[config.mk]
export PLATFORM = sky130hd
export DESIGN_NAME = qslerp_cordic_cell
export DESIGN_NICKNAME = d
export VERILOG_FILES = /design/src/rtl/qslerp_pkg.sv /design/src/rtl/qslerp_cordic_cell.sv
export SDC_FILE = /design/constraint.sdc
export NUM_CORES = 1
export LEC_CHECK = 0
export BUFFER_PORTS_ARGS = -buffer_cell sky130_fd_sc_hd__buf_4
export CAP_MARGIN = 20
export CORE_UTILIZATION = 54
export DETAILED_ROUTE_END_ITERATION = 6
export PLACE_DENSITY_LB_ADDON = 0.2
export SYNTH_ARGS = -nofsm -noshare
export SYNTH_HDL_FRONTEND = slang
export SYNTH_SLANG_ARGS = --single-unit
[constraint.sdc]
create_clock -name clock -period 4.37 [get_ports clock]
set_clock_uncertainty 0.2 [all_clocks]
set_input_delay 0.2185 -clock clock [delete_from_list [all_inputs] [get_ports clock]]
set_output_delay 0.2185 -clock clock [all_outputs]
set_load 0.05 [all_outputs]
[src/rtl/qslerp_pkg.sv]
// Shared types, constants and arctangent steps for the quaternion slerp pipeline.
`default_nettype none

package qslerp_pkg;

   // Default fraction width of the quaternion components.
   localparam int FRACTION_BITS_DEF = 14;

   // Iteration counts of the pipelined units, and the CORDIC word width.
   localparam int ROUNDS    = 24;
   localparam int ROOT_BITS = 31;
   localparam int QUO_BITS  = 41;
   localparam int CW        = 34;

   // Path codes reported with every result.
   localparam logic [1:0] PATH_INTERP = 2'd0;
   localparam logic [1:0] PATH_FIRST  = 2'd1;
   localparam logic [1:0] PATH_MID    = 2'd2;

   typedef logic signed [CW-1:0] cord_word_type;
   typedef logic signed [15:0] comp_type;

   typedef struct packed {
      comp_type w;
      comp_type x;
      comp_type y;
      comp_type z;
   } quat_type;

   typedef struct packed {
      cord_word_type x;
      cord_word_type y;
      cord_word_type z;
   } cordic_type;

   typedef struct packed {
      logic [60:0] rem;
      logic [30:0] res;
   } root_type;

   typedef struct packed {
      logic [31:0] rem;
      logic [40:0] quo;
      logic [30:0] num;
      logic        neg;
   } div_type;

   // Per-transaction data that travels beside the arithmetic.
   typedef struct packed {
      quat_type    qa;
      quat_type    qb;
      logic [16:0] blend;
      logic [1:0]  path;
      logic        dot_neg;
      logic [30:0] cos_mag;
      logic [30:0] root;
   } side_type;

   typedef struct packed {
      quat_type   q;
      logic [1:0] path;
   } result_type;

   // Angles use pi = 2^30; Q30 gain compensation for the rotation units.
   localparam cord_word_type CORD_QUARTER = 34'sd536870912;
   localparam cord_word_type CORD_GAIN    = 34'sd652032874;
   localparam logic [30:0]   HALF_TURN    = 31'd1073741824;
   localparam logic [16:0]   BLEND_ONE    = 17'd65536;
   // Largest root whose product with 1000 stays below 2^30.
   localparam logic [30:0]   SMALL_ROOT_MAX = 31'd1073741;

   localparam logic [28:0] ARC_TABLE [ROUNDS] = '{
      29'd268435456, 29'd158466703, 29'd83729454, 29'd42502378, 29'd21333666,
      29'd10677233, 29'd5339919, 29'd2670123, 29'd1335082, 29'd667543,
      29'd333772, 29'd166886, 29'd83443, 29'd41722, 29'd20861, 29'd10430,
      29'd5215, 29'd2608, 29'd1304, 29'd652, 29'd326, 29'd163, 29'd81, 29'd41
   };

endpackage

`default_nettype wire

[src/rtl/qslerp_cordic_cell.sv]
// One micro-rotation of a pipelined CORDIC, in vectoring or rotation mode.
`default_nettype none

module qslerp_cordic_cell #(
   parameter int STEP      = 0,
   parameter bit VECTORING = 1'b0
) (
   input  wire                    clock,
   input  wire                    en,
   input  qslerp_pkg::cordic_type d_in,
   output qslerp_pkg::cordic_type d_out
);
   import qslerp_pkg::*;

   cordic_type    stage_ff;
   cordic_type    stage_in;
   cord_word_type sx;
   cord_word_type sy;
   cord_word_type arc;
   logic          ccw;

   // Vectoring drives y toward zero; rotation drives z toward zero.
   always_comb begin
      sx  = d_in.x >>> STEP;
      sy  = d_in.y >>> STEP;
      arc = cord_word_type'(ARC_TABLE[STEP]);
      ccw = VECTORING ? !(d_in.y > 0) : (d_in.z >= 0);
      if (ccw) begin
         stage_in.x = d_in.x - sy;
         stage_in.y = d_in.y + sx;
         stage_in.z = d_in.z - arc;
      end else begin
         stage_in.x = d_in.x + sy;
         stage_in.y = d_in.y - sx;
         stage_in.z = d_in.z + arc;
      end
   end

   always_ff @(posedge clock) begin
      if (en) begin
         stage_ff <= stage_in;
      end
   end

   assign d_out = stage_ff;

endmodule

`default_nettype wire

### Word level (Yosys, flattened, before mapping)

Index checks and enable logic that the tools add are counted.
W data, S select, Z words.

| storage, ports and cells | value |
|---|---|
| flip-flop bits (word level) | 102 |
| bits of input ports | 104 |
| output and inout port bits | 102 |
| logic and storage cells | 10 |

| cells by class | value |
|---|---|
| add/sub/neg operators | 5 |
| $lt $le $gt $ge | 1 |
| multiplexer cells | 1 |

Operators by type and width:

| kind | number |
|---|---|
| $mux W102 | 1 |
| $sub A34 B34 Y34 | 2 |
| $add A34 B30 Y34 const B | 1 |
| $add A34 B34 Y34 | 1 |
| $ge A34 B1 Y1 const B | 1 |
| $sub A34 B30 Y34 const B | 1 |

### Longest topological paths before layout

| logic depth | value |
|---|---|
| depth after elaboration | 2 |
| gate-level depth with buffers | 18 |
| mapped depth without buffers | 16 |

### Worst setup path before layout

No wires, ideal clock.

| timing path | value |
|---|---|
| path type | in2reg |
| start point | input port d_in[33] in the netlist's numbering |
| end point | register stage_ff, in the netlist d_out[33] (data pin) |
| library setup time | 0.258 ns |
| arrival time | 2.902 ns |
| required time | 3.912 ns |
| slack | 1.010 ns |
| stages | 18 |
| buffers on the path | 2 |
| cell sequence | inv_1 ha_1 nor4b_1 nand4_1 nor4_1 and4_1 nor2_1 inv_1 buf_2 buf_1 ha_1 a21o_1 a21oi_1 inv_1 a21oi_1 nor2_1 nor2_1 xnor2_1 |

RTL lines:

| item | line | source |
|---|---|---|
| start: declaration | qslerp_cordic_cell.sv:10 | `input qslerp_pkg::cordic_type d_in,` |
| end signal: assignment | qslerp_cordic_cell.sv:41 | `stage_ff <= stage_in;` |
| end: declaration | qslerp_cordic_cell.sv:15 | `cordic_type stage_ff;` |

==> reports/qor.csv <==
stage,metric,value,unit
status,status,completed,
worst_setup_path,CP required,4.28,ns
worst_hold_path,min-delay worst type,in2reg,
floorplanning,Vert. Die Dim,131.5,um
placed_design,placed instance area,10710,sq um
yosys,Post-Synth Simple-Gate Area,0.1421,
sta,final hold slack,0.03032,ns
yosys,"area leader, netlist",edfxtp_1,
sta,Fin. Hold Viols,0,
layout,P&R area growth vs syn,24.69,%
layout,"Design Area, Final",11280,sq um
global_routing,GR Util met1,0.4191,
global_routing,number of global-route vias before repair,8138,
layout,number of diodes,0,
worst_setup_path,CP Class,in2reg,
floorplanning,initial core utilization,0.5616,
layout,final design utilization,0.7002,
layout,fillcell total,1329,
worst_setup_path,"slowest stage delay, CP",0.57,ns
power,NetSw,1.614,mW
floorplanning,core box area,16120,sq um
layout,max reg flops,101,
yosys,sequential fraction of the synthesis area,0.3351,
yosys,Async SR Flop Fraction,0,
floorplanning,die width,131.5,um
yosys,Post-Synth XOR/XNOR Area,0.06581,
yosys,syn nets,1238,
clocking,CTS tree,built,
floorplanning,FP Rows,46,
sta,Slew Limit Fails,0,
power,Static Leak,5.004,nW
worst_setup_path,CP cell instances,dlygate4sd3_1 -> buf_4 -> nor4_1 -> nand4_1 -> nor4_1 -> and4_1 -> nor2_4 -> inv_2 -> buf_4 -> buf_4 -> o21ai_0 -> a21o_1 -> xnor2_1,
detailed_routing,Starting DRT DRC Count,776,
power,Switching Share,0.4208,
global_routing,largest net degree at the start of global routing,74,
layout,share of cells above drive strength 1,0.2032,
run,Max Cap Viol,0,
sta,RSZ-0062 raised after global routing,no,
power,Power Internal,2.221,mW
clocking,# clock sinks,101,
global_routing,GRT Residual Overflow,0,
yosys,Compound-Gate Fraction of Synth Area,0.2280,
sta,max_slew headroom,0.3791,
sta,period utilization,0.9158,
worst_setup_path,Slowest cell on crit path,dlygate4sd3_1,
yosys,Synth top area share,0.3351,
layout,nets@finish,1443,
sta,Final setup viols,0,
yosys,Syn Area/Cell,8.829,sq um
sta,setup_tns,0,ns
placed_design,Final GP Congestion,0.9752,
clocking,post-cts resize count,0,
clocking,Setup Buffers After CTS,0,
yosys,Synth Warn #,0,
worst_setup_path,crit path max fanout,27,
yosys,Post-synth EDFFs,101,
clocking,H-tree depth,3,
detailed_routing,drt wl/cell,19.72,um
sta,Max Freq,0.2499,GHz
yosys,Netlist Area Pre-Place,9050,sq um
clocking,Root Buffer,clkbuf_16,
yosys,largest family of logic cells by synthesized area,compound AO/OA/AOI/OAI gates,
clocking,Max Buffers Root-to-Sink,2,
yosys,top post-synthesis cells by area,"edfxtp_1, ha_1, a21oi_1",
global_routing,first-pass GRT wire length,44890,um
global_routing,antenna violations before repair,0,
global_routing,met2 Usage GRT,0.5691,
power,worst vdd ir,208.5,uV
floorplanning,IO Pins,206,
yosys,post-synthesis mux area share,0.008848,
worst_setup_path,crit start category,primary input,
worst_setup_path,crit path DAT,3.91,ns
sta,Worst-Margin Slew,0.9314,ns
detailed_routing,# DRC,0,
yosys,instance count of the mapped netlist,1025,
power,Gate power share,0.453,
power,Pwr per Cell Area,339.9,nW/um^2
global_routing,gr busiest metal,met2,
detailed_routing,"wirelength, routed",28620,um
worst_setup_path,critical path capture point type,flop,
sta,minimum clock period,4.002,ns
yosys,adder-cell area share of the yosys netlist,0.1540,
power,sequential share of power,0.338,
yosys,Main synth FF type,edfxtp_1,
global_routing,total track usage,0.3310,
detailed_routing,DR pass1 iterations,6,
global_routing,GR Layer Usage met3,0.04977,
detailed_routing,via/cell ratio,5.957,
detailed_routing,DR vias,8644,
clocking,CTS clock-pin slew for the worst setup and hold paths,0.07,ns
placed_design,Final HPWL DP,21880,um
clocking,Num CTS Buffers,9,
detailed_routing,DRT antenna net count,0,
worst_setup_path,"Top cell by count, worst path",buf_4,
yosys,Synth Register Bits,101,
placed_design,IO Port Bufs,205,
floorplanning,Die Area,17280,sq um
power,Clock power frac,0.209,
yosys,post-synth cell types,75,
[per-layer routing]
layer / part of all wire / routed length, um
met2: 0.48 / 13840
met3: 0.069 / 1963
met5: 0 / 0
met1: 0.42 / 11960
met4: 0.030 / 855
[final timing paths]
check	end	slack (ns)	from	cells past startpoint
max	d_out[96]	0.37	d_in[19]	13
min	d_out[29]	0.03	d_in[29]	2
[worst max-delay path, delay by kind of cell]
kind | cells | cell delay, ns
buf+inv | 5 | 1.81
simple gates | 5 | 1.42
compound gates | 2 | 0.31
xor+xnor | 1 | 0.12
[power groups by stage]
stage / Sequential [mW] / Combinational [mW] / Clock, mW
6_report: 1.30 / 1.74 / 0.802
5_1_grt: 1.31 / 1.84 / 0.833
4_1_cts: 1.30 / 1.72 / 0.807
3_5_place_dp: 1.32 / 1.69 / 0
3_3_place_gp: 1.31 / 1.68 / 0
2_1_floorplan: 1.80 / 0.667 / 0
[cell type report]
class                           count  area, sq um  area share
Sequential cell                   101         3033      0.2688
Tap cell                          216        270.3     0.02395
Clock buffer                        9        225.2     0.01996
Multi-Input combinational cell    772         5426      0.4809
Timing Repair Buffer              240         1874      0.1661
Clock inverter                      7        57.56    0.005100
Inverter                          106        397.9     0.03526
[Yosys cell counts, types with 5 or more instances]
cell and n:
or2_2 6, mux2i_1 8, and3_1 5, buf_1 5, o211ai_1 8, a21o_1 25, nor4_1 12, o21a_1 6
nand4_1 10, inv_1 103, a211oi_1 7, nand2_1 54, xnor2_1 56, nand2b_1 13, o21ai_1 6, ha_1 105
nand3_1 13, nor3_1 25, xor2_1 12, buf_2 16, a21oi_1 108, o21ai_0 78, or3_1 9, edfxtp_1 101
a31oi_1 11, o21bai_1 19, nor2b_1 13, nor2_1 80, clkbuf_1 23, o31ai_1 6
[metrics by stage]
| stage | power [mW] | std cells | setup slack [ns] |
|---|---|---|---|
| detailed placement | 3.003 | 1406 | 0.6321 |
| global placement | 2.993 | 1406 | 0.7067 |
| finish | 3.835 | 1451 | 0.3680 |
| CTS | 3.820 | 1451 | 0.6084 |
| global route | 3.977 | 1451 | 0.1094 |
| floorplan | 2.463 | 1025 | 1.010 |
[cell families (layout without fill, tap and decap cells)]
kind of cell / count (synthesis) / count (layout)
fa+ha+maj: 109 / 109
xor+xnor: 68 / 68
buf+inv: 152 / 362
mux: 8 / 8
simple gates: 260 / 260
compound gates: 327 / 327
flops: 101 / 101
[cells in the final DEF (no fill, tap or decap), types with 5 or more instances in the layout]
| cell | n |
|---|---|
| mux2i_1 | 8 |
| dlygate4sd3_1 | 29 |
| nor2b_1 | 13 |
| nand2b_1 | 13 |
| or3_1 | 9 |
| nand3_1 | 13 |
| xnor2_1 | 56 |
| a21o_1 | 25 |
| and3_1 | 5 |
| nor4_1 | 12 |
| buf_4 | 211 |
| o21a_1 | 6 |
| xor2_1 | 12 |
| nand2_1 | 54 |
| o21ai_1 | 6 |
| nor3_1 | 25 |
| a31oi_1 | 11 |
| nand4_1 | 10 |
| o21bai_1 | 19 |
| ha_1 | 105 |
| edfxtp_1 | 101 |
| o211ai_1 | 8 |
| o21ai_0 | 78 |
| nor2_1 | 79 |
| a211oi_1 | 7 |
| o31ai_1 | 6 |
| clkbuf_16 | 9 |
| a21oi_1 | 108 |
| or2_2 | 6 |
| inv_1 | 102 |
[what timing repair did]
action                                  CTS  global route
endpoints found under the setup margin    0             0
endpoints found under the hold margin    29             0
hold buffers                             29             0
Note: power is estimated with default switching activity, not from simulation.
