## config.mk

```make
export PLATFORM = sky130hd
export DESIGN_NAME = qslerp_root_cell
export DESIGN_NICKNAME = d
export VERILOG_FILES = /design/src/rtl/qslerp_pkg.sv /design/src/rtl/qslerp_root_cell.sv
export SDC_FILE = /design/constraint.sdc
export NUM_CORES = 1
export LEC_CHECK = 0
export BUFFER_PORTS_ARGS = -buffer_cell sky130_fd_sc_hd__buf_2
export CELL_PAD_IN_SITES_DETAIL_PLACEMENT = 0
export CELL_PAD_IN_SITES_GLOBAL_PLACEMENT = 2
export CORE_ASPECT_RATIO = 0.6
export CORE_MARGIN = 10
export CORE_UTILIZATION = 28
export DETAILED_ROUTE_END_ITERATION = 7
export GPL_TIMING_DRIVEN = 0
export HOLD_SLACK_MARGIN = 0.08
export PLACE_DENSITY = 0.77
export RECOVER_POWER = 50
export SYNTH_ARGS = -nofsm -noshare
export SYNTH_HDL_FRONTEND = slang
export SYNTH_SLANG_ARGS = --single-unit
```

## constraint.sdc

```tcl
create_clock -name clock -period 3.7 [get_ports clock]
set_clock_uncertainty 0.05 [all_clocks]
set_input_delay 0.185 -clock clock [delete_from_list [all_inputs] [get_ports clock]]
set_output_delay 0.185 -clock clock [all_outputs]
set_load 0.02 [all_outputs]
```

## src/rtl/qslerp_pkg.sv

```systemverilog
// Shared types, constants and arctangent steps for the quaternion slerp pipeline.
`default_nettype none

package qslerp_pkg;

   // Default fraction width of the quaternion components.
   localparam int FRACTION_BITS_DEF = 14;

   // Iteration counts of the pipelined units, and the CORDIC word width.
   localparam int ROUNDS    = 24;
   localparam int ROOT_BITS = 31;
   localparam int QUO_BITS  = 41;
   localparam int CW        = 34;

   // Path codes reported with every result.
   localparam logic [1:0] PATH_INTERP = 2'd0;
   localparam logic [1:0] PATH_FIRST  = 2'd1;
   localparam logic [1:0] PATH_MID    = 2'd2;

   typedef logic signed [CW-1:0] cord_word_type;
   typedef logic signed [15:0] comp_type;

   typedef struct packed {
      comp_type w;
      comp_type x;
      comp_type y;
      comp_type z;
   } quat_type;

   typedef struct packed {
      cord_word_type x;
      cord_word_type y;
      cord_word_type z;
   } cordic_type;

   typedef struct packed {
      logic [60:0] rem;
      logic [30:0] res;
   } root_type;

   typedef struct packed {
      logic [31:0] rem;
      logic [40:0] quo;
      logic [30:0] num;
      logic        neg;
   } div_type;

   // Per-transaction data that travels beside the arithmetic.
   typedef struct packed {
      quat_type    qa;
      quat_type    qb;
      logic [16:0] blend;
      logic [1:0]  path;
      logic        dot_neg;
      logic [30:0] cos_mag;
      logic [30:0] root;
   } side_type;

   typedef struct packed {
      quat_type   q;
      logic [1:0] path;
   } result_type;

   // Angles use pi = 2^30; Q30 gain compensation for the rotation units.
   localparam cord_word_type CORD_QUARTER = 34'sd536870912;
   localparam cord_word_type CORD_GAIN    = 34'sd652032874;
   localparam logic [30:0]   HALF_TURN    = 31'd1073741824;
   localparam logic [16:0]   BLEND_ONE    = 17'd65536;
   // Largest root whose product with 1000 stays below 2^30.
   localparam logic [30:0]   SMALL_ROOT_MAX = 31'd1073741;

   localparam logic [28:0] ARC_TABLE [ROUNDS] = '{
      29'd268435456, 29'd158466703, 29'd83729454, 29'd42502378, 29'd21333666,
      29'd10677233, 29'd5339919, 29'd2670123, 29'd1335082, 29'd667543,
      29'd333772, 29'd166886, 29'd83443, 29'd41722, 29'd20861, 29'd10430,
      29'd5215, 29'd2608, 29'd1304, 29'd652, 29'd326, 29'd163, 29'd81, 29'd41
   };

endpackage

`default_nettype wire

```

## src/rtl/qslerp_root_cell.sv

```systemverilog
// One bit of the pipelined integer square root.
`default_nettype none

module qslerp_root_cell #(
   parameter int BIT = 0
) (
   input  wire                  clock,
   input  wire                  en,
   input  qslerp_pkg::root_type d_in,
   output qslerp_pkg::root_type d_out
);
   import qslerp_pkg::*;

   root_type    stage_ff;
   root_type    stage_in;
   logic [62:0] trial;

   // Try to set this bit of the root against the running remainder.
   always_comb begin
      trial    = (63'(d_in.res) << (BIT + 1)) + (63'd1 << (2 * BIT));
      stage_in = d_in;
      if ({2'b00, d_in.rem} >= trial) begin
         stage_in.rem = d_in.rem - trial[60:0];
         stage_in.res = d_in.res | (31'd1 << BIT);
      end
   end

   always_ff @(posedge clock) begin
      if (en) begin
         stage_ff <= stage_in;
      end
   end

   assign d_out = stage_ff;

endmodule

`default_nettype wire

```

-- Word level (Yosys, flattened, before mapping)
Index checks and enable logic that the tools add are counted.
- $add $sub $neg: 2
- $lt $le $gt $ge: 1
- muxes and demuxes: 1
- operator list (kind ; number):
    two-way mux 92 bit ; 1
    >= comparator 61 x 33 -> 1 bit ; 1
    subtractor 61 x 33 -> 61 bit ; 1
    adder 32 x 1 -> 33 bit (second input constant) ; 1
- register bits: 92
- input port bits: 94
- output and inout port bits: 92
- word-level logic and storage cells: 7

-- Logic depth before layout (Yosys ltp)
Gate-level depths: netlist (run 1).
- word-level depth: 3
- gate-level depth with buffers: 14

-- Least setup slack after synthesis (run 1)
Ideal clock, no wire load.
- kind: in2reg
- start point: in d_in[3] in the netlist's numbering
- end point: reg stage_ff (netlist bit d_out[82]) (data pin)
- setup time: 0.268 ns
- data arrival time: 2.703 ns
- required time: 3.382 ns
- path slack: 0.679 ns
- cell stages on the path: 13
- cells stage by stage: inv_1 > ha_1 > nand2_1 > o31ai_1 > o21ai_1 > o21ai_1 > a41oi_1 > o21ba_1 > buf_6 > or4_4 > buf_6 > nor4_2 > xor2_1
- RTL lines (element ; line ; text):
    from (decl) ; qslerp_root_cell.sv:9 ; input qslerp_pkg::root_type d_in,
    to (signal assigned) ; qslerp_root_cell.sv:30 ; stage_ff <= stage_in;
    to (decl) ; qslerp_root_cell.sv:14 ; root_type stage_ff;

==> flow_summary.yaml, run 1 <==
status:
  status: "finished, violations left"
  violations: "capacitance limit, slew limit"
drt:
  num_vias: 5259
  drt-initial-drc-count: 329
  drt_wl_total_mm: 20.6
  vias_per_cell: 4.86
  postRouteAntennaNets: 0
  first_pass_iters: 5
  topRoutingLayerUsed: "met5"
  wl_met3_mm: 1.68
  wl_met1_mm: 10.3
  wl_per_cell_um: 19.0
  wl_met2_mm: 8.31
  drc_errors: 0
logic_synthesis:
  synth-xor-area-share: 0.0880
  synth-main-ff-cell: "edfxtp_1"
  synth_edf_count: 92
  synth_top_family_by_area: "simple AND/OR/NAND/NOR gates"
  synthCells: 568
  ys_seq_area_frac: 0.479
  syn-cell-area_mm2: 0.00577
  synth_compound_area_frac: 0.158
  syn-mean-instance-area_um2: 10.2
  synth.mux.area_fraction: 0
  ys.warnings.count: 0
  synth_top_area_cell: "edfxtp_1"
  synth-seq-cells: 92
  yosys-top-cells-area: "edfxtp_1, ha_1, a21oi_1, xnor2_1, xor2_1"
  synth_top_area_frac: 0.479
  synth_simple_gate_area_frac: 0.163
  ys_async_sr_fraction: 0
  synthAdderAreaFrac: 0.0728
  synth.distinct_cells: 62
  syn-num-nets: 695
timing:
  grt_setup_unrepaired: "false"
  hold_viol: 0
  timing.final.crit_share: 0.947
  holdWs_ns: 0.101
  final.setup.tns_ns: 0
  relSlewSlack: -0.650
  slew_viol_final: 47
  setup_viol: 0
  tightest_slew_ns: 2.48
  period_needed_ns: 3.50
  layout_setup_ws_ns: 0.197
  fmax_mhz: 285
power_and_ir_drop:
  switching_share: 0.304
  finalPower_mw: 3.24
  p_seq_frac: 0.408
  p_int_mw: 2.26
  ir_drop_v: 0.000250
  power_density_mw_per_mm2: 419
  combPwrFrac: 0.259
  clkPwrFrac: 0.334
  switchingPower_uw: 986
  p_leak_nw: 3.14
setup_path:
  worst_path_max_delay_cell: "dlygate4sd3_1"
  worstSetupStartpointType: "input port"
  critPathKind: "input port to flip-flop"
  critPathTopFamily: "compound AO/OA/AOI/OAI gates"
  startpoint: "d_in[10]"
  crit_path_max_incr_delay_ns: 0.52
  worstPathRequired_ns: 3.76
  end_kind: "flip-flop"
  crit_top_cell: "buf_6"
  worst-path-max-fanout: 8
  path_depth: 14
  arrival_ns: 3.56
  critical_path_buf_inv_count: 5
  path_cells: "dlygate4sd3_1, buf_2, inv_1, ha_1, and2_1, nand3_1, o21ai_1, a41oi_1, o21ba_1, buf_6, or4_4, buf_6, nor4_2, xor2_1"
  crit_end: "d_out[84]"
placement:
  globalplace.congestion: 0.865
  dp_cells: 1027
  dp_slack_ns: -0.392
  placed_area_mm2: 0.00707
  hpwl_mm: 16.5
  io_buffers: 185
grt:
  grtUsageTotal: 0.150
  grt-ovfl-total: 0
  grt_antenna_before_repair: 5
  grt_pass1_wl_mm: 31.5
  grt_pass1_vias: 5408
  grt_max_degree: 48
floorplan:
  die_w_um: 205
  initial_core_util: 0.287
  placementRows: 40
  dieArea_mm2: 0.0269
  die_height_um: 131
  ios: 186
  coreArea_mm2: 0.0201
cells_and_area:
  fill_cells: 2095
  multiInputGateArea_mm2: 0.00280
  fin_cells: 1082
  syn2layout_area_growth_pct: 34.2
  final_cell_area_mm2: 0.00774
  finalNetCount: 929
  drive_above_1_share: 0.240
  largest_reg_flops: 92
  post-route-util: 0.385
  ff_latch_area_mm2: 0.00276
clocking:
  numCtsBuffers: 9
  cts_sinks: 92
  clockRootBuffer: "clkbuf_16"
  clk_pin_slew_worst_paths_ns: 0.07
  htree_levels: 3
  clock_path_buffers: 2
  cts_tree: "built"
hold_path:
  hp-class: "input port to flip-flop"
run:
  maxCapViolations: 1
[final cells by class]
cell class | instances | share of cell area
plain buffers | 17 | 0.0107
repair buffers | 224 | 0.164
clock inverters | 7 | 0.0149
flip-flops and latches | 92 | 0.357
well taps | 273 | 0.0441
clock buffers | 9 | 0.0291
multi-input cells | 419 | 0.361
inverters | 39 | 0.0189
diodes | 2 | 0.000646
[power groups by stage]
stage | registers [mW] | logic, mW | clock network (mW)
finish | 1.32 | 0.839 | 1.08
CTS | 1.32 | 0.850 | 1.12
global route | 1.33 | 0.920 | 1.16
detailed placement | 1.34 | 0.815 | 0
global placement | 1.34 | 0.807 | 0
floorplan | 1.49 | 0.339 | 0
[kinds of logic (layout without fill, tap and decap cells)]
| group | count (synthesis) | count (layout) |
|---|---|---|
| AO/OA/AOI/OAI | 146 | 146 |
| XOR/XNOR | 58 | 58 |
| adder cells (fa/ha/maj) | 33 | 33 |
| buffers and inverters | 57 | 296 |
| flip-flops | 92 | 92 |
| other | 0 | 2 |
| AND/OR/NAND/NOR | 182 | 182 |
[worst min-delay path by stage]
stage,slack [ns],start,to,cells after the start
floorplan,0.23,d_in[10],d_out[10],0
global placement,0.33,d_in[11],d_out[11],1
detailed placement,0.33,d_in[8],d_out[8],1
CTS,0.09,d_in[78],d_out[78],2
global route,0.1,d_in[68],d_out[68],2
finish,0.10,d_in[62],d_out[62],3
[synthesized netlist by cell type, drive strengths merged (2+ instances only)]
cell type and count:
clkbuf 15, ha 32, nand2 45, o2111ai 2, nor3 16, o31ai 3
xnor2 33, o21a 4, inv 39, buf 3, and3 2, nand2b 3
nor2b 6, o211ai 6, or2 3, a21boi 2, o21bai 4, a21oi 64
or4 2, o21ai 30, nand3b 4, or3 8, a21o 12, edfxtp 92
xor2 25, nand4 11, nor4b 2, nor2 53, nor4 8, a2111oi 2
and2 2, nand3 14, a31oi 3
[routing by layer]
layer,GRT usage,vias to the layer above
met5,0,-
met4,0.0366,6
met3,0.0574,27
met2,0.207,159
met1,0.212,2516
li1,-,2551
[cells in the final DEF, fill, tap and decap left out, types with 3 or more instances in the layout]
cell and instances:
or3_1 6, o21ai_1 3, clkbuf_2 3, o21bai_1 4, clkbuf_1 45, buf_2 153, nor3_2 3, nor3_1 13
o211ai_1 5, clkbuf_16 9, inv_1 39, nor4_2 3, a21o_1 12, o31ai_1 3, nand3_1 13, nor4_1 4
nand2b_1 3, a21oi_1 64, bufinv_16 3, o21a_1 4, nand4_1 11, xor2_1 25, nand3b_1 4, xnor2_1 33
nand2_1 45, o21ai_0 27, nor2b_1 5, edfxtp_1 92, dlygate4sd3_1 37, nor2_1 53, ha_1 32
[repair_timing]
| action | 4_1_cts | 5_1_grt |
|---|---|---|
| resized for setup | 1 | 7 |
| hold endpoints to repair | 37 | 0 |
| buffers inserted | 0 | 1 |
| hold buffers | 37 | 0 |
| endpoints found under the setup margin | 1 | 47 |
| pin swaps | 0 | 1 |
| gates cloned | 0 | 0 |
Note: power is estimated with default switching activity, not from simulation.
==> run 2, diff against run 1 <==
--- a/config.mk
+++ b/config.mk
@@ -6,15 +6,16 @@
 export NUM_CORES = 1
 export LEC_CHECK = 0
 export BUFFER_PORTS_ARGS = -buffer_cell sky130_fd_sc_hd__buf_2
+export CAP_MARGIN = 5
 export CELL_PAD_IN_SITES_DETAIL_PLACEMENT = 0
 export CELL_PAD_IN_SITES_GLOBAL_PLACEMENT = 2
 export CORE_ASPECT_RATIO = 0.6
 export CORE_MARGIN = 10
-export CORE_UTILIZATION = 28
+export CORE_UTILIZATION = 31
 export DETAILED_ROUTE_END_ITERATION = 7
 export GPL_TIMING_DRIVEN = 0
 export HOLD_SLACK_MARGIN = 0.08
-export PLACE_DENSITY = 0.77
+export PLACE_DENSITY = 0.83
 export RECOVER_POWER = 50
 export SYNTH_ARGS = -nofsm -noshare
 export SYNTH_HDL_FRONTEND = slang
==> flow_summary.yaml, run 2 (synthesized netlist as in run 1, its figures left out) <==
power_and_ir_drop:
  combPwrFrac: 0.269
  switchingPower_uw: 965
  p_seq_frac: 0.429
  clkPwrFrac: 0.302
  switching_share: 0.313
  power_density_mw_per_mm2: 405
  ir_drop_v: 0.000181
  p_int_mw: 2.12
  p_leak_nw: 3.08
placement:
  hpwl_mm: 16.2
  globalplace.congestion: 0.862
  dp_slack_ns: -0.397
  placed_area_mm2: 0.00703
  io_buffers: 185
grt:
  grt-ovfl-total: 0
  grt_max_degree: 50
  grt_antenna_before_repair: 3
  grt_pass1_wl_mm: 30.9
  grt_pass1_vias: 5348
  grtUsageTotal: 0.158
timing:
  setup_viol: 0
  hold_viol: 0
  layout_setup_ws_ns: 0.145
  tightest_slew_ns: 2.60
  timing.final.crit_share: 0.961
  relSlewSlack: -0.731
  grt_setup_unrepaired: "false"
  holdWs_ns: 0.0948
  slew_viol_final: 50
  period_needed_ns: 3.55
  fmax_mhz: 281
drt:
  vias_per_cell: 4.99
  wl_per_cell_um: 19.1
  drc_errors: 0
  first_pass_iters: 5
  drt_wl_total_mm: 20.0
  postRouteAntennaNets: 0
  drt-initial-drc-count: 413
  num_vias: 5221
cells_and_area:
  ff_latch_area_mm2: 0.00276
  largest_reg_flops: 92
  final_common_cell: "buf_2"
  final_cell_area_mm2: 0.00760
  fill_cells: 1860
  drive_above_1_share: 0.229
  final_cell_mix: "buf_2, edfxtp_1, a21oi_1"
  post-route-util: 0.419
  multiInputGateArea_mm2: 0.00279
  syn2layout_area_growth_pct: 31.8
  finalNetCount: 925
floorplan:
  die_height_um: 126
  die_w_um: 196
  ios: 186
  dieArea_mm2: 0.0247
  initial_core_util: 0.318
  coreArea_mm2: 0.0182
  placementRows: 38
setup_path:
  end_kind: "flip-flop"
  worst_path_max_delay_cell: "dlygate4sd3_1"
  crit_end: "d_out[65]"
  path_cells: "dlygate4sd3_1, clkbuf_1, inv_1, ha_1, and2_1, nand3_1, o21ai_1, a41oi_1, o21bai_1, clkbuf_2, nand3_1, nor4b_1, xor2_1"
  crit_path_max_incr_delay_ns: 0.53
  crit_top_cell: "nand3_1"
  worstPathRequired_ns: 3.71
  worstSetupStartpointType: "input port"
  arrival_ns: 3.57
  startpoint: "d_in[10]"
  worst-path-max-fanout: 9
  critPathKind: "input port to flip-flop"
clocking:
  clk_pin_slew_worst_paths_ns: 0.07
  numCtsBuffers: 9
  cts_sinks: 92
  cts_tree: "built"
  clock_path_buffers: 2
  clockRootBuffer: "clkbuf_16"
  htree_levels: 3
status:
  violations: "capacitance limit, slew limit"
  status: "finished, violations left"
run:
  maxCapViolations: 1
hold_path:
  hp-class: "input port to flip-flop"
-- run 2: cell count changes in the layout (fill, tap and decap cells not counted) --
cell	change
clkbuf_1	+9
o21ai_0	+1
clkinv_4	+2
buf_2	-7
o21ai_1	-1
nor3_2	-1
dlygate4sd3_1	-4
nor3_1	+1
bufinv_16	-2
diode_2	+1
clkbuf_2	-1
clkinvlp_4	-1
-- run 2: power groups by stage --
stage	combinational, mW	clock, mW	sequential (mW)
2_1_floorplan	0.339	0	1.49
3_3_place_gp	0.805	0	1.34
3_5_place_dp	0.810	0	1.34
4_1_cts	0.841	0.966	1.32
5_1_grt	0.911	1.01	1.33
6_report	0.830	0.930	1.32
-- run 2: how the worst min path moves through the flow --
stage	from	endpoint	slack, ns	cells after the start
3_5_place_dp	d_in[15]	d_out[15]	0.33	1
3_3_place_gp	d_in[11]	d_out[11]	0.33	1
2_1_floorplan	d_in[10]	d_out[10]	0.23	0
5_1_grt	d_in[75]	d_out[75]	0.1	2
6_report	d_in[82]	d_out[82]	0.09	2
4_1_cts	d_in[82]	d_out[82]	0.08	2
-- run 2: what timing repair did --
| action | CTS | global route |
|---|---|---|
| hold buffers | 33 | 0 |
| gates cloned | 0 | 0 |
| pin swaps | 0 | 1 |
| gates resized for setup | 1 | 3 |
| hold endpoints to repair | 33 | 0 |
| setup buffers | 0 | 1 |
| setup endpoints to repair | 1 | 46 |
-- run 2: area by class of cell --
class | instances | share of cell area
multi-input combinational | 419 | 0.367
buffer | 17 | 0.0107
timing repair buffer | 220 | 0.160
tap | 240 | 0.0395
sequential | 92 | 0.363
antenna | 3 | 0.000987
clock buffer | 10 | 0.0301
inverter | 39 | 0.0192
clock inverter | 6 | 0.00856
-- run 2: critical path: cells and delay by family --
family / cells / cell delay (ns)
fa+ha+maj: 1 / 0.35
compound gates: 3 / 0.94
buf+inv: 4 / 0.93
xor+xnor: 1 / 0.17
simple gates: 4 / 0.98
-- run 2: stage by stage --
step	setup TNS, ns	total power, mW	cells
2_1_floorplan	0	1.83	568
3_3_place_gp	-4.03	2.15	993
5_1_grt	0	3.25	1043
4_1_cts	0	3.13	1043
3_5_place_dp	-4.04	2.15	994
6_report	0	3.08	1046
-- run 2: routing by layer --
metal	GRT usage	share of wire	vias to the layer above
met2	0.217	0.40	174
met4	0.0349	0.0085	2
li1	-	-	2547
met1	0.224	0.49	2485
met3	0.0676	0.10	13
met5	0	0.00065	-
