File: src/rtl/qslerp_pkg.sv
// Shared types, constants and arctangent steps for the quaternion slerp pipeline.
`default_nettype none

package qslerp_pkg;

   // Default fraction width of the quaternion components.
   localparam int FRACTION_BITS_DEF = 14;

   // Iteration counts of the pipelined units, and the CORDIC word width.
   localparam int ROUNDS    = 24;
   localparam int ROOT_BITS = 31;
   localparam int QUO_BITS  = 41;
   localparam int CW        = 34;

   // Path codes reported with every result.
   localparam logic [1:0] PATH_INTERP = 2'd0;
   localparam logic [1:0] PATH_FIRST  = 2'd1;
   localparam logic [1:0] PATH_MID    = 2'd2;

   typedef logic signed [CW-1:0] cord_word_type;
   typedef logic signed [15:0] comp_type;

   typedef struct packed {
      comp_type w;
      comp_type x;
      comp_type y;
      comp_type z;
   } quat_type;

   typedef struct packed {
      cord_word_type x;
      cord_word_type y;
      cord_word_type z;
   } cordic_type;

   typedef struct packed {
      logic [60:0] rem;
      logic [30:0] res;
   } root_type;

   typedef struct packed {
      logic [31:0] rem;
      logic [40:0] quo;
      logic [30:0] num;
      logic        neg;
   } div_type;

   // Per-transaction data that travels beside the arithmetic.
   typedef struct packed {
      quat_type    qa;
      quat_type    qb;
      logic [16:0] blend;
      logic [1:0]  path;
      logic        dot_neg;
      logic [30:0] cos_mag;
      logic [30:0] root;
   } side_type;

   typedef struct packed {
      quat_type   q;
      logic [1:0] path;
   } result_type;

   // Angles use pi = 2^30; Q30 gain compensation for the rotation units.
   localparam cord_word_type CORD_QUARTER = 34'sd536870912;
   localparam cord_word_type CORD_GAIN    = 34'sd652032874;
   localparam logic [30:0]   HALF_TURN    = 31'd1073741824;
   localparam logic [16:0]   BLEND_ONE    = 17'd65536;
   // Largest root whose product with 1000 stays below 2^30.
   localparam logic [30:0]   SMALL_ROOT_MAX = 31'd1073741;

   localparam logic [28:0] ARC_TABLE [ROUNDS] = '{
      29'd268435456, 29'd158466703, 29'd83729454, 29'd42502378, 29'd21333666,
      29'd10677233, 29'd5339919, 29'd2670123, 29'd1335082, 29'd667543,
      29'd333772, 29'd166886, 29'd83443, 29'd41722, 29'd20861, 29'd10430,
      29'd5215, 29'd2608, 29'd1304, 29'd652, 29'd326, 29'd163, 29'd81, 29'd41
   };

endpackage

`default_nettype wire

File: src/rtl/qslerp_div_cell.sv
// One quotient bit of the pipelined restoring divider.
`default_nettype none

module qslerp_div_cell #(
   parameter int BIT = 0
) (
   input  wire                 clock,
   input  wire                 en,
   input  wire [30:0]          divisor,
   input  qslerp_pkg::div_type d_in,
   output qslerp_pkg::div_type d_out
);
   import qslerp_pkg::*;

   div_type     stage_ff;
   div_type     stage_in;
   logic        bit_in;
   logic [31:0] trial;

   // The dividend is the numerator shifted up by 30, so low bits are zero.
   if (BIT >= 30) begin : g_num_bit
      assign bit_in = d_in.num[BIT-30];
   end else begin : g_zero_bit
      assign bit_in = 1'b0;
   end

   // Bring down one dividend bit and subtract the divisor where it fits.
   always_comb begin
      trial    = {d_in.rem[30:0], bit_in};
      stage_in = d_in;
      stage_in.rem = trial;
      if (trial >= {1'b0, divisor}) begin
         stage_in.rem      = trial - {1'b0, divisor};
         stage_in.quo[BIT] = 1'b1;
      end
   end

   always_ff @(posedge clock) begin
      if (en) begin
         stage_ff <= stage_in;
      end
   end

   assign d_out = stage_ff;

endmodule

`default_nettype wire

File: config.mk
export PLATFORM = sky130hd
export DESIGN_NAME = qslerp_div_cell
export DESIGN_NICKNAME = d
export VERILOG_FILES = /design/src/rtl/qslerp_pkg.sv /design/src/rtl/qslerp_div_cell.sv
export SDC_FILE = /design/constraint.sdc
export NUM_CORES = 1
export LEC_CHECK = 0
export BUFFER_PORTS_ARGS = -buffer_cell sky130_fd_sc_hd__buf_2
export CAP_MARGIN = 10
export CORE_MARGIN = 2
export CORE_UTILIZATION = 44
export CTS_BUF_LIST = sky130_fd_sc_hd__clkbuf_16
export CTS_CLUSTER_SIZE = 30
export DETAILED_ROUTE_END_ITERATION = 8
export HOLD_SLACK_MARGIN = 0.1
export PLACE_DENSITY = 0.75
export SYNTH_ARGS = -nofsm -noshare
export SYNTH_HDL_FRONTEND = slang
export SYNTH_SLANG_ARGS = --single-unit
File: constraint.sdc
create_clock -name clock -period 3.1 [get_ports clock]
set_input_delay 0.465 -clock clock [delete_from_list [all_inputs] [get_ports clock]]
set_output_delay 0.465 -clock clock [all_outputs]
set_load 0.005 [all_outputs]
Word level (Yosys, flattened, before mapping):

Index checks and enable logic that the tools add are counted.

* $lt $le $gt $ge: 1
* mux-type cells: 1
* $add $sub $neg: 1

Operators with widths (number)
* >= comparator 32 x 31 -> 1 bit: 1
* two-way mux 32 bit: 1
* subtractor 32 x 31 -> 32 bit: 1

* output and inout port bits: 105
* bits in registers: 105

Longest topological paths before layout:

Gate-level depths: netlist (run 1).

* word-level depth: 2
* depth in mapped cells: 11
* gate-level depth less buffers: 9

Least setup slack after synthesis (run 1):

No wires, ideal clock.

* kind: input -> register
* start: input divisor[0]
* end: register stage_ff, in the netlist d_out[104], data pin
* stages: 10
* arrival: 2.617 ns
* slack: 0.223 ns
* path through: inv_1 > fa_1 > a211oi_1 > o211ai_1 > a211oi_2 > a2111oi_4 > nor3_4 > buf_6 > nor2_1 > mux2_2

RTL lines
* from (decl): line qslerp_div_cell.sv:9 `input wire [30:0] divisor,`
* to (signal assigned): line qslerp_div_cell.sv:40 `stage_ff <= stage_in;`
* to (decl): line qslerp_div_cell.sv:15 `div_type stage_ff;`

==> flow_results.org, run 1 <==
** Synth
- Number of enable-type register cells in the synthesized netlist :: 105
- The most used flip-flop cell after synthesis is sky130_fd_sc_hd__edfxtp_1.
- Counting every net in the synthesized netlist gives roughly 670.
- Async set-or-reset flop fraction in the synthesized netlist :: 0%
- Flip-flop and latch count after synthesis :: around 110
- The Yosys step of the flow raised 0 warnings.
- Yosys mapped the design onto 56 distinct sky130hd cell types.
- Synthesized netlist cell count :: about 500
- Per-instance average area after synthesis :: 11.3 um^2
- Summing every instance area after synthesis gives 0.00561 mm^2.
- Sequential cells were found to cover a little under three fifths of the synthesized design area.
- The share of synthesized area in the top cell type comes to 56.2%.
- Most area-consuming cells after synthesis :: sky130_fd_sc_hd__edfxtp_1 (56%), sky130_fd_sc_hd__ha_1 (6.9%), sky130_fd_sc_hd__o21ai_0 (4.3%)
- Cell taking the most area after synthesis :: sky130_fd_sc_hd__edfxtp_1

** Worst setup path
- At the worst endpoint, the required time is between 3 and 4 ns.
- The worst setup path is of the primary input to register kind.
- Cell-by-cell listing of the critical path :: buf_2 -> inv_1 -> ha_1 -> a21oi_1 -> o211ai_1 -> a21oi_1 -> o21ai_0 -> o31ai_1 -> xor2_1 -> o21ai_0
- Data arrives at the worst endpoint at between 2 and 3 ns.
- Setup crit start kind :: primary input
- Along the worst path, the maximum fanout reaches 7.
- For this design, the slowest cell found on the critical path is sky130_fd_sc_hd__o31ai_1.
- For this run, the slowest stage of the critical path takes ~0.56 ns.
- CP endpoint kind :: register

** Final layout
- Leaving out fill and tap cells, the most frequent cells in the layout are sky130_fd_sc_hd__buf_2 (240), sky130_fd_sc_hd__edfxtp_1 (105), sky130_fd_sc_hd__o21ai_0 (48), sky130_fd_sc_hd__nand2_1 (48).
- Area of the multi-input gates :: roughly 0.0022 mm^2
- Across the whole layout, storage elements account for 0.00315 mm^2.
- Most common cell after layout, fill and taps aside :: sky130_fd_sc_hd__buf_2
- Filler cell count in the final layout :: about 1100
- Final layout net count :: 940
- In the final layout, the share of cells above drive strength 1 is 40.1%.
- Number of diodes :: 0
- The register with the most flip-flops in the layout has between 100 and 150 of them.
- Relative to the synthesized area, the layout overhead comes to 35.0%.

** Hold path
- The path class of the tightest hold or removal check is primary input to register.
- Hold Crit Endpoint :: d_out[49]
- Startpoint of the tightest hold check path :: d_in[49]
- Worst Hold Path Cells :: 1

** Die
- Core box area :: about 0.013 mm^2
- Count of pins on the block boundary :: roughly 240
- FP Rows :: just over 40
- Die W :: approximately 120 um
- Die area :: 0.0137 mm^2
- In this run the vertical extent of the chip is about 120 um.
- For this configuration, the core starts out at a cell density of about 45%.

** Flow run
- The tool flagged a number of max-cap violations equal to 0.

** Timing
- Setup repair after global routing left no endpoint under its margin.
- In the post-route analysis, the smallest setup slack over all paths is 0.369 ns.
- The smallest clock period supported by the final layout is computed as 2.73 ns.
- Worst hold slack :: 0.281 ns
- Setup violations remaining at the end of the flow were counted as 0.
- The count of final hold-check violations came to 0.
- Post-route setup TNS :: 0 ns
- At the pin with the least slew margin, the transition time is between 0.8 and 0.9 ns.
- Maximum clock frequency :: roughly 0.37 GHz
- The number of max-slew violations in the final report was 0.
- Ratio of final minimum period to clock period :: 88.1%
- In this run the tightest slew margin relative to its limit is 41.5%.

** Clock network
- TritonCTS built the clock tree.
- Largest buffer count on any clock path :: 2
- In this run, post-CTS repair resized a total of 0 instances.
- The clock tree synthesis step divided the H-tree into 3 levels.
- Number of hold buffers added after cts :: 0
- Worst-path clk slew :: 0.08 ns
- Number of clock buffers inserted by TritonCTS :: 9
- Setup fix buffers added after clock tree synthesis :: 0
- The tree is rooted in a sky130_fd_sc_hd__clkbuf_16.
- TritonCTS sink count :: approximately 110

** Placement
- HPWL after detailed placement :: between 10000 and 15000 um
- Place WS :: about 0.062 ns
- Final Wtd Congestion :: 0.859
- Port buffering added about 240 buffers.

** Global route
- The number of antenna violations at the first check in global routing was 0.
- Entering global routing, the biggest net connects a little over 60 pins.
- Global-route wire length before repair :: between 20000 and 25000 um
- Total routing usage reported by global routing :: around a fifth
- Global-route congestion overflow total :: 0
- Number of global-route vias before repair :: about 4700

** Drt
- DRC violation total after the first TritonRoute iteration :: 254
- Once detail routing completed, the nets flagged for antenna violations numbered 0.
- Routed wire length :: between 15000 and 20000 um
- Post-detailed-route DRC marker count :: 0
- Number of detailed-routing iterations run before antenna repair :: 6
- The routed layout has around 4800 vias.
- Routed WL per cell :: around 16 um
- Post-detailed-route via-to-cell ratio :: approximately 5

** Pwr
- Dividing total power by cell area gives a power density of roughly 500 mW/mm^2.
- Reported leakage power :: roughly 0.0034 uW
- Worst ir drop on vdd :: approximately 0.23 mV

** Outcome
- Result of the run :: finished clean
==> Yosys cell counts, types with 2 or more instances <==
library cell and instances:
sky130_fd_sc_hd__a21boi_0 2, sky130_fd_sc_hd__xnor2_1 11, sky130_fd_sc_hd__or2_2 4, sky130_fd_sc_hd__nor4_1 2
sky130_fd_sc_hd__buf_4 2, sky130_fd_sc_hd__nand4_1 5, sky130_fd_sc_hd__and3_1 4, sky130_fd_sc_hd__or3_1 2
sky130_fd_sc_hd__a31oi_1 3, sky130_fd_sc_hd__inv_1 41, sky130_fd_sc_hd__clkbuf_1 6, sky130_fd_sc_hd__and4_1 2
sky130_fd_sc_hd__o21ai_0 48, sky130_fd_sc_hd__xor2_1 12, sky130_fd_sc_hd__a211o_1 2, sky130_fd_sc_hd__and2_1 3
sky130_fd_sc_hd__o31ai_1 4, sky130_fd_sc_hd__nor4b_1 2, sky130_fd_sc_hd__nand3_1 12, sky130_fd_sc_hd__a21oi_1 41
sky130_fd_sc_hd__nand2_1 48, sky130_fd_sc_hd__o21a_1 3, sky130_fd_sc_hd__a21bo_2 3, sky130_fd_sc_hd__nor2_1 30
sky130_fd_sc_hd__ha_1 31, sky130_fd_sc_hd__buf_2 8, sky130_fd_sc_hd__a211oi_1 5, sky130_fd_sc_hd__nor3b_1 3
sky130_fd_sc_hd__a21o_1 9, sky130_fd_sc_hd__o211ai_1 6, sky130_fd_sc_hd__o41ai_2 2, sky130_fd_sc_hd__mux2_2 2
sky130_fd_sc_hd__o21bai_1 3, sky130_fd_sc_hd__nor3_1 9, sky130_fd_sc_hd__nand2b_1 2, sky130_fd_sc_hd__edfxtp_1 105
sky130_fd_sc_hd__nor2b_1 2
==> worst max path at each step <==
stage,start,to,slack [ns],depth (start not counted)
floorplan,divisor[0],d_out[104],0.22,10
global placement,divisor[5],d_out[99],0.06,11
detailed placement,d_in[77],d_out[99],0.06,10
CTS,divisor[0],d_out[74],0.44,12
global route,divisor[5],d_out[103],0.25,11
finish,divisor[7],d_out[98],0.37,10
==> cell families (layout without fill, tap and decap cells) <==
kind of cell,after synthesis,count (layout),synth area share (%)
simple gates,135,135,11.8
xor+xnor,23,23,3.59
flops,105,105,56.2
mux,3,3,0.580
fa+ha+maj,32,32,7.27
buf+inv,58,335,4.33
compound gates,142,142,16.2
==> where the power goes <==
| group | total (uW) | switching, uW | internal, uW | leakage [uW] |
|---|---|---|---|---|
| registers | 1770 | 33.0 | 1740 | 0.00103 |
| clock network | 1150 | 568 | 579 | 0.000151 |
| logic | 880 | 466 | 414 | 0.00222 |
==> layout make-up <==
| cell class | instances | share of cell area, % |
|---|---|---|
| clock buffers | 9 | 2.97 |
| clock inverters | 7 | 1.14 |
| inverters | 41 | 2.03 |
| multi-input cells | 335 | 29.2 |
| flip-flops and latches | 105 | 41.6 |
| well taps | 172 | 2.84 |
| repair buffers | 278 | 20.1 |
==> per-layer routing <==
metal,vias up,GRT usage (%),wire [um]
li1,2385,-,-
met1,2215,23.2,5900
met2,172,39.8,7890
met3,24,5.25,1020
met4,0,7.22,346
met5,-,0,0
==> worst max-delay path, delay by kind of cell <==
family | cells | cell delay, ns
AOI/OAI and AO/OA | 6 | 1.68
adders and majority gates | 1 | 0.39
xor gates and xnor gates | 1 | 0.18
buffers and inverters | 2 | 0.11
==> metrics by stage <==
step | instance area, um^2 | std cells | total power, uW | utilization [%]
after floorplan | 5610 | 498 | 2250 | -
after global placement | 7260 | 931 | 2670 | 58.0
after detailed placement | 7260 | 931 | 2680 | 58.0
after CTS | 7570 | 947 | 3840 | 60.5
after global routing | 7570 | 947 | 3990 | 60.5
final | 7570 | 947 | 3800 | 60.5
Power figures use the tool's default switching activity.
==> run 2: changes to the inputs <==
--- a/config.mk
+++ b/config.mk
@@ -7,13 +7,16 @@
 export LEC_CHECK = 0
 export BUFFER_PORTS_ARGS = -buffer_cell sky130_fd_sc_hd__buf_2
 export CAP_MARGIN = 10
+export CELL_PAD_IN_SITES_DETAIL_PLACEMENT = 1
+export CELL_PAD_IN_SITES_GLOBAL_PLACEMENT = 2
+export CORE_ASPECT_RATIO = 1.2
 export CORE_MARGIN = 2
-export CORE_UTILIZATION = 44
+export CORE_UTILIZATION = 26
 export CTS_BUF_LIST = sky130_fd_sc_hd__clkbuf_16
 export CTS_CLUSTER_SIZE = 30
 export DETAILED_ROUTE_END_ITERATION = 8
 export HOLD_SLACK_MARGIN = 0.1
-export PLACE_DENSITY = 0.75
+export PLACE_DENSITY = 0.74
 export SYNTH_ARGS = -nofsm -noshare
 export SYNTH_HDL_FRONTEND = slang
 export SYNTH_SLANG_ARGS = --single-unit
==> run 2 against run 1 <==
  * Power grew 1.3%
  * Worst hold slack got worse by 0.0071 ns
  * Wire length is 17% higher
  * Worst setup slack worse by 0.096 ns
  * Critical path type unchanged
  * Fmax decreased by 3.4%
  * Die area is 67% higher
  * Count of clock-buffer cells in the layout stayed put
==> flow_results.org, run 2 (same netlist as run 1, synthesis figures left out) <==
** Outcome
- Result of the run :: finished clean

** Drt
- Post-detailed-route via-to-cell ratio :: 4.69 (-7.4%)
- The routed wire length per instance was 17.1 um (+7.0%).
- Routed wire length :: 17800 um (+17%)
- DRC violation total after the first TritonRoute iteration :: 184 (-28%)
- The detailed-routing iteration count for the pre-antenna-repair pass was 4 (-2).
- The number of vias after detailed routing was 4867 (+1.5%).
- Post-detailed-route DRC marker count :: 0 (unchanged)
- The remaining antenna violation count came to 0 (unchanged).

** Final layout
- Layout Area Growth over Synthesis :: 36.0%
- Most common cell after layout, fill and taps aside :: sky130_fd_sc_hd__buf_2
- Number of diodes :: 0 (unchanged)
- The number of flip-flops under the largest register name is 105 (unchanged).
- Ratio of cells with drive above 1 in the final layout :: 39.7% (-0.42 points)
- The library cells used most frequently in the layout, excluding fill and tap cells, are sky130_fd_sc_hd__buf_2 (240), sky130_fd_sc_hd__edfxtp_1 (105), sky130_fd_sc_hd__o21ai_0 (48), sky130_fd_sc_hd__nand2_1 (48).
- The layout net count was 933 (-0.74%).
- The count of filler cells inserted in the layout came to 2435 (+130%).
- The post-layout instance count excluding filler cells is 1038 (+9.6%).
- The summed area of non-filler cells in the final layout is 0.00763 mm^2 (+0.74%).

** Placement
- The global placer's final weighted congestion was 0.839 (-2.3%).
- The post-place setup slack was -0.222 ns (-0.284 ns).
- The number of cells in the design after placement is 1022 (+9.8%).
- # port buffers :: 241 (unchanged)
- Post-placement cell area :: 0.00732 mm^2 (+0.79%)
- HPWL after detailed placement :: 14100 um (+15%)

** Worst setup path
- STA classifies the critical path endpoint as a register.
- By startpoint and endpoint, the worst setup path is classified as primary input to register.
- The required time at the endpoint of the critical path was 3.21 ns (about the same).
- The largest fanout on the critical path came to 12 (+5).
- Setup crit start kind :: primary input
- CP arrival :: 2.93 ns (+0.09 ns)

** Global route
- The global-route wire length before repair was 27700 um (+25%).
- The total congestion overflow is 0 (unchanged).
- Number of global-route vias before repair :: 5335 (+14%)
- The global-route usage over all layers came to 15.3% (-5.9 points).
- Pin count of the biggest net entering global routing :: 61 (-1.6%)
- The number of antenna violations at the first check in global routing was 0 (unchanged).

** Timing
- The upper clock frequency limit came to 0.354 GHz (-3.4%).
- Ratio of final minimum period to clock period :: 91.2% (+3.1 points)
- Worst slew pin tran :: 0.691 ns (-0.177 ns)
- The normalized max-slew margin is 53.9% (+12 points).
- Max-slew violation count :: 0 (unchanged)
- Final period demand of the worst path :: 2.83 ns (+0.0962 ns)
- Setup repair after global routing left no endpoint under its margin.
- The count of final hold-check violations is 0 (unchanged).
- Number of failing setup endpoints in the final timing report :: 0 (unchanged)
- The final setup slack of the worst path came to 0.273 ns (-0.0962 ns).

** Pwr
- The power share of the sequential group was 46.1% (-0.5 points).
- Worst ir drop on vdd :: 0.256 mV (+9.9%)
- Power density relative to cell area :: 505 mW/mm^2 (+0.59%)
- The clock share of power is 30.9% (+0.7 points).
- The design internal power is 2720 uW (-0.43%).
- The power dissipated by switching net loads was 1130 uW (+5.9%).
- The fraction of power spent switching nets is 29.3% (+1.3 points).
- Combinational Power Share :: 23.0% (-0.2 points)
- The leakage power summed over all cells is 0.00335 uW (-1.2%).

** Die
- Die W :: 138 um (+18%)
- The area of the core region was 0.0210 mm^2 (+68%).
- The number of ports placed on the die boundary came to 243 (unchanged).
- The area enclosed by the die boundary is 0.0228 mm^2 (+67%).
- Height of the die :: 165 um (+41%)
- FP Rows :: 58 (+41%)
- Initial core utilization :: 26.7% (-18 points)

** Clock network
- The number of levels the H-tree was split into came to 3 (unchanged).
- TritonCTS clock tree :: done
- Clock tree root driver cell :: sky130_fd_sc_hd__clkbuf_16
- Worst-path clk slew :: 0.08 ns (about the same)
- Largest buffer count on any clock path :: 2 (unchanged)
- Number of clock buffers inserted by TritonCTS :: 9 (unchanged)
- The TritonCTS sink count came to 105 (unchanged).
- The number of buffers inserted by hold repair at cts is 0 (unchanged).

** Flow run
- The count of max-cap constraint violations was 0 (unchanged).

** Hold path
- Worst hold path class :: primary input to register
-- run 2: cell types whose count changed in the layout (fill, tap and decap cells not counted), sizes merged --
cell,change
inv,+1
clkinvlp,+1
buf,-7
clkinv,-2
-- run 2: what timing repair did --
| item | in CTS | in global routing |
|---|---|---|
| gates resized for setup | 0 | 1 |
| hold endpoints to repair | 0 | 0 |
| setup endpoints to repair | 0 | 12 |
| setup buffers | 0 | 0 |
-- run 2: final cells by class --
| type | count | area [um^2] | area share [%] |
|---|---|---|---|
| Clock buffer | 9 | 225 | 2.95 |
| Tap cell | 270 | 338 | 4.43 |
| Clock inverter | 7 | 80.1 | 1.05 |
| Timing Repair Buffer | 271 | 1460 | 19.1 |
| Sequential cell | 105 | 3150 | 41.3 |
| Multi-Input combinational cell | 335 | 2220 | 29.1 |
| Inverter | 41 | 154 | 2.02 |
-- run 2: worst paths after layout --
check	startpoint	to	slack, ns	cells past startpoint
setup / recovery	divisor[0]	d_out[97]	0.27	12
hold / removal	d_in[57]	d_out[57]	0.27	1
-- run 2: critical path, stage by stage --
cell,delay [ns]
sky130_fd_sc_hd__buf_2,0.09
sky130_fd_sc_hd__inv_1,0.07
sky130_fd_sc_hd__fa_1,0.49
sky130_fd_sc_hd__a211oi_2,0.31
sky130_fd_sc_hd__o211ai_1,0.17
sky130_fd_sc_hd__a211oi_2,0.30
sky130_fd_sc_hd__buf_4,0.18
sky130_fd_sc_hd__a2111oi_4,0.07
sky130_fd_sc_hd__nor3_4,0.22
sky130_fd_sc_hd__buf_4,0.25
sky130_fd_sc_hd__buf_4,0.19
sky130_fd_sc_hd__o21ai_0,0.10
-- run 2: power by group through the flow --
stage | Clock [uW] | Sequential (uW) | Combinational (uW)
6_report | 1190 | 1780 | 885
5_1_grt | 1280 | 1790 | 988
4_1_cts | 1250 | 1780 | 898
3_5_place_dp | 0 | 1810 | 894
3_3_place_gp | 0 | 1810 | 876
2_1_floorplan | 0 | 1830 | 420
-- run 2: layer usage --
| metal | GRT usage [%] | vias to the layer above | part of all wire (%) | routed length [um] |
|---|---|---|---|---|
| met2 | 28.2 | 168 | 52 | 9180 |
| met4 | 3.57 | 0 | 1.2 | 211 |
| met3 | 3.51 | 16 | 5.4 | 957 |
| li1 | - | 2360 | - | - |
| met1 | 18.2 | 2323 | 42 | 7420 |
| met5 | 0 | - | 0 | 0 |
-- run 2: metrics by stage --
step	hold WS (ns)	TNS, ns	total power [uW]	utilization [%]
2_1_floorplan	0.564	0	2250	-
3_3_place_gp	0.643	-1.18	2680	34.8
3_5_place_dp	0.643	-3.94	2700	34.8
4_1_cts	0.260	0	3920	36.2
5_1_grt	0.259	0	4060	36.2
6_report	0.273	0	3850	36.2
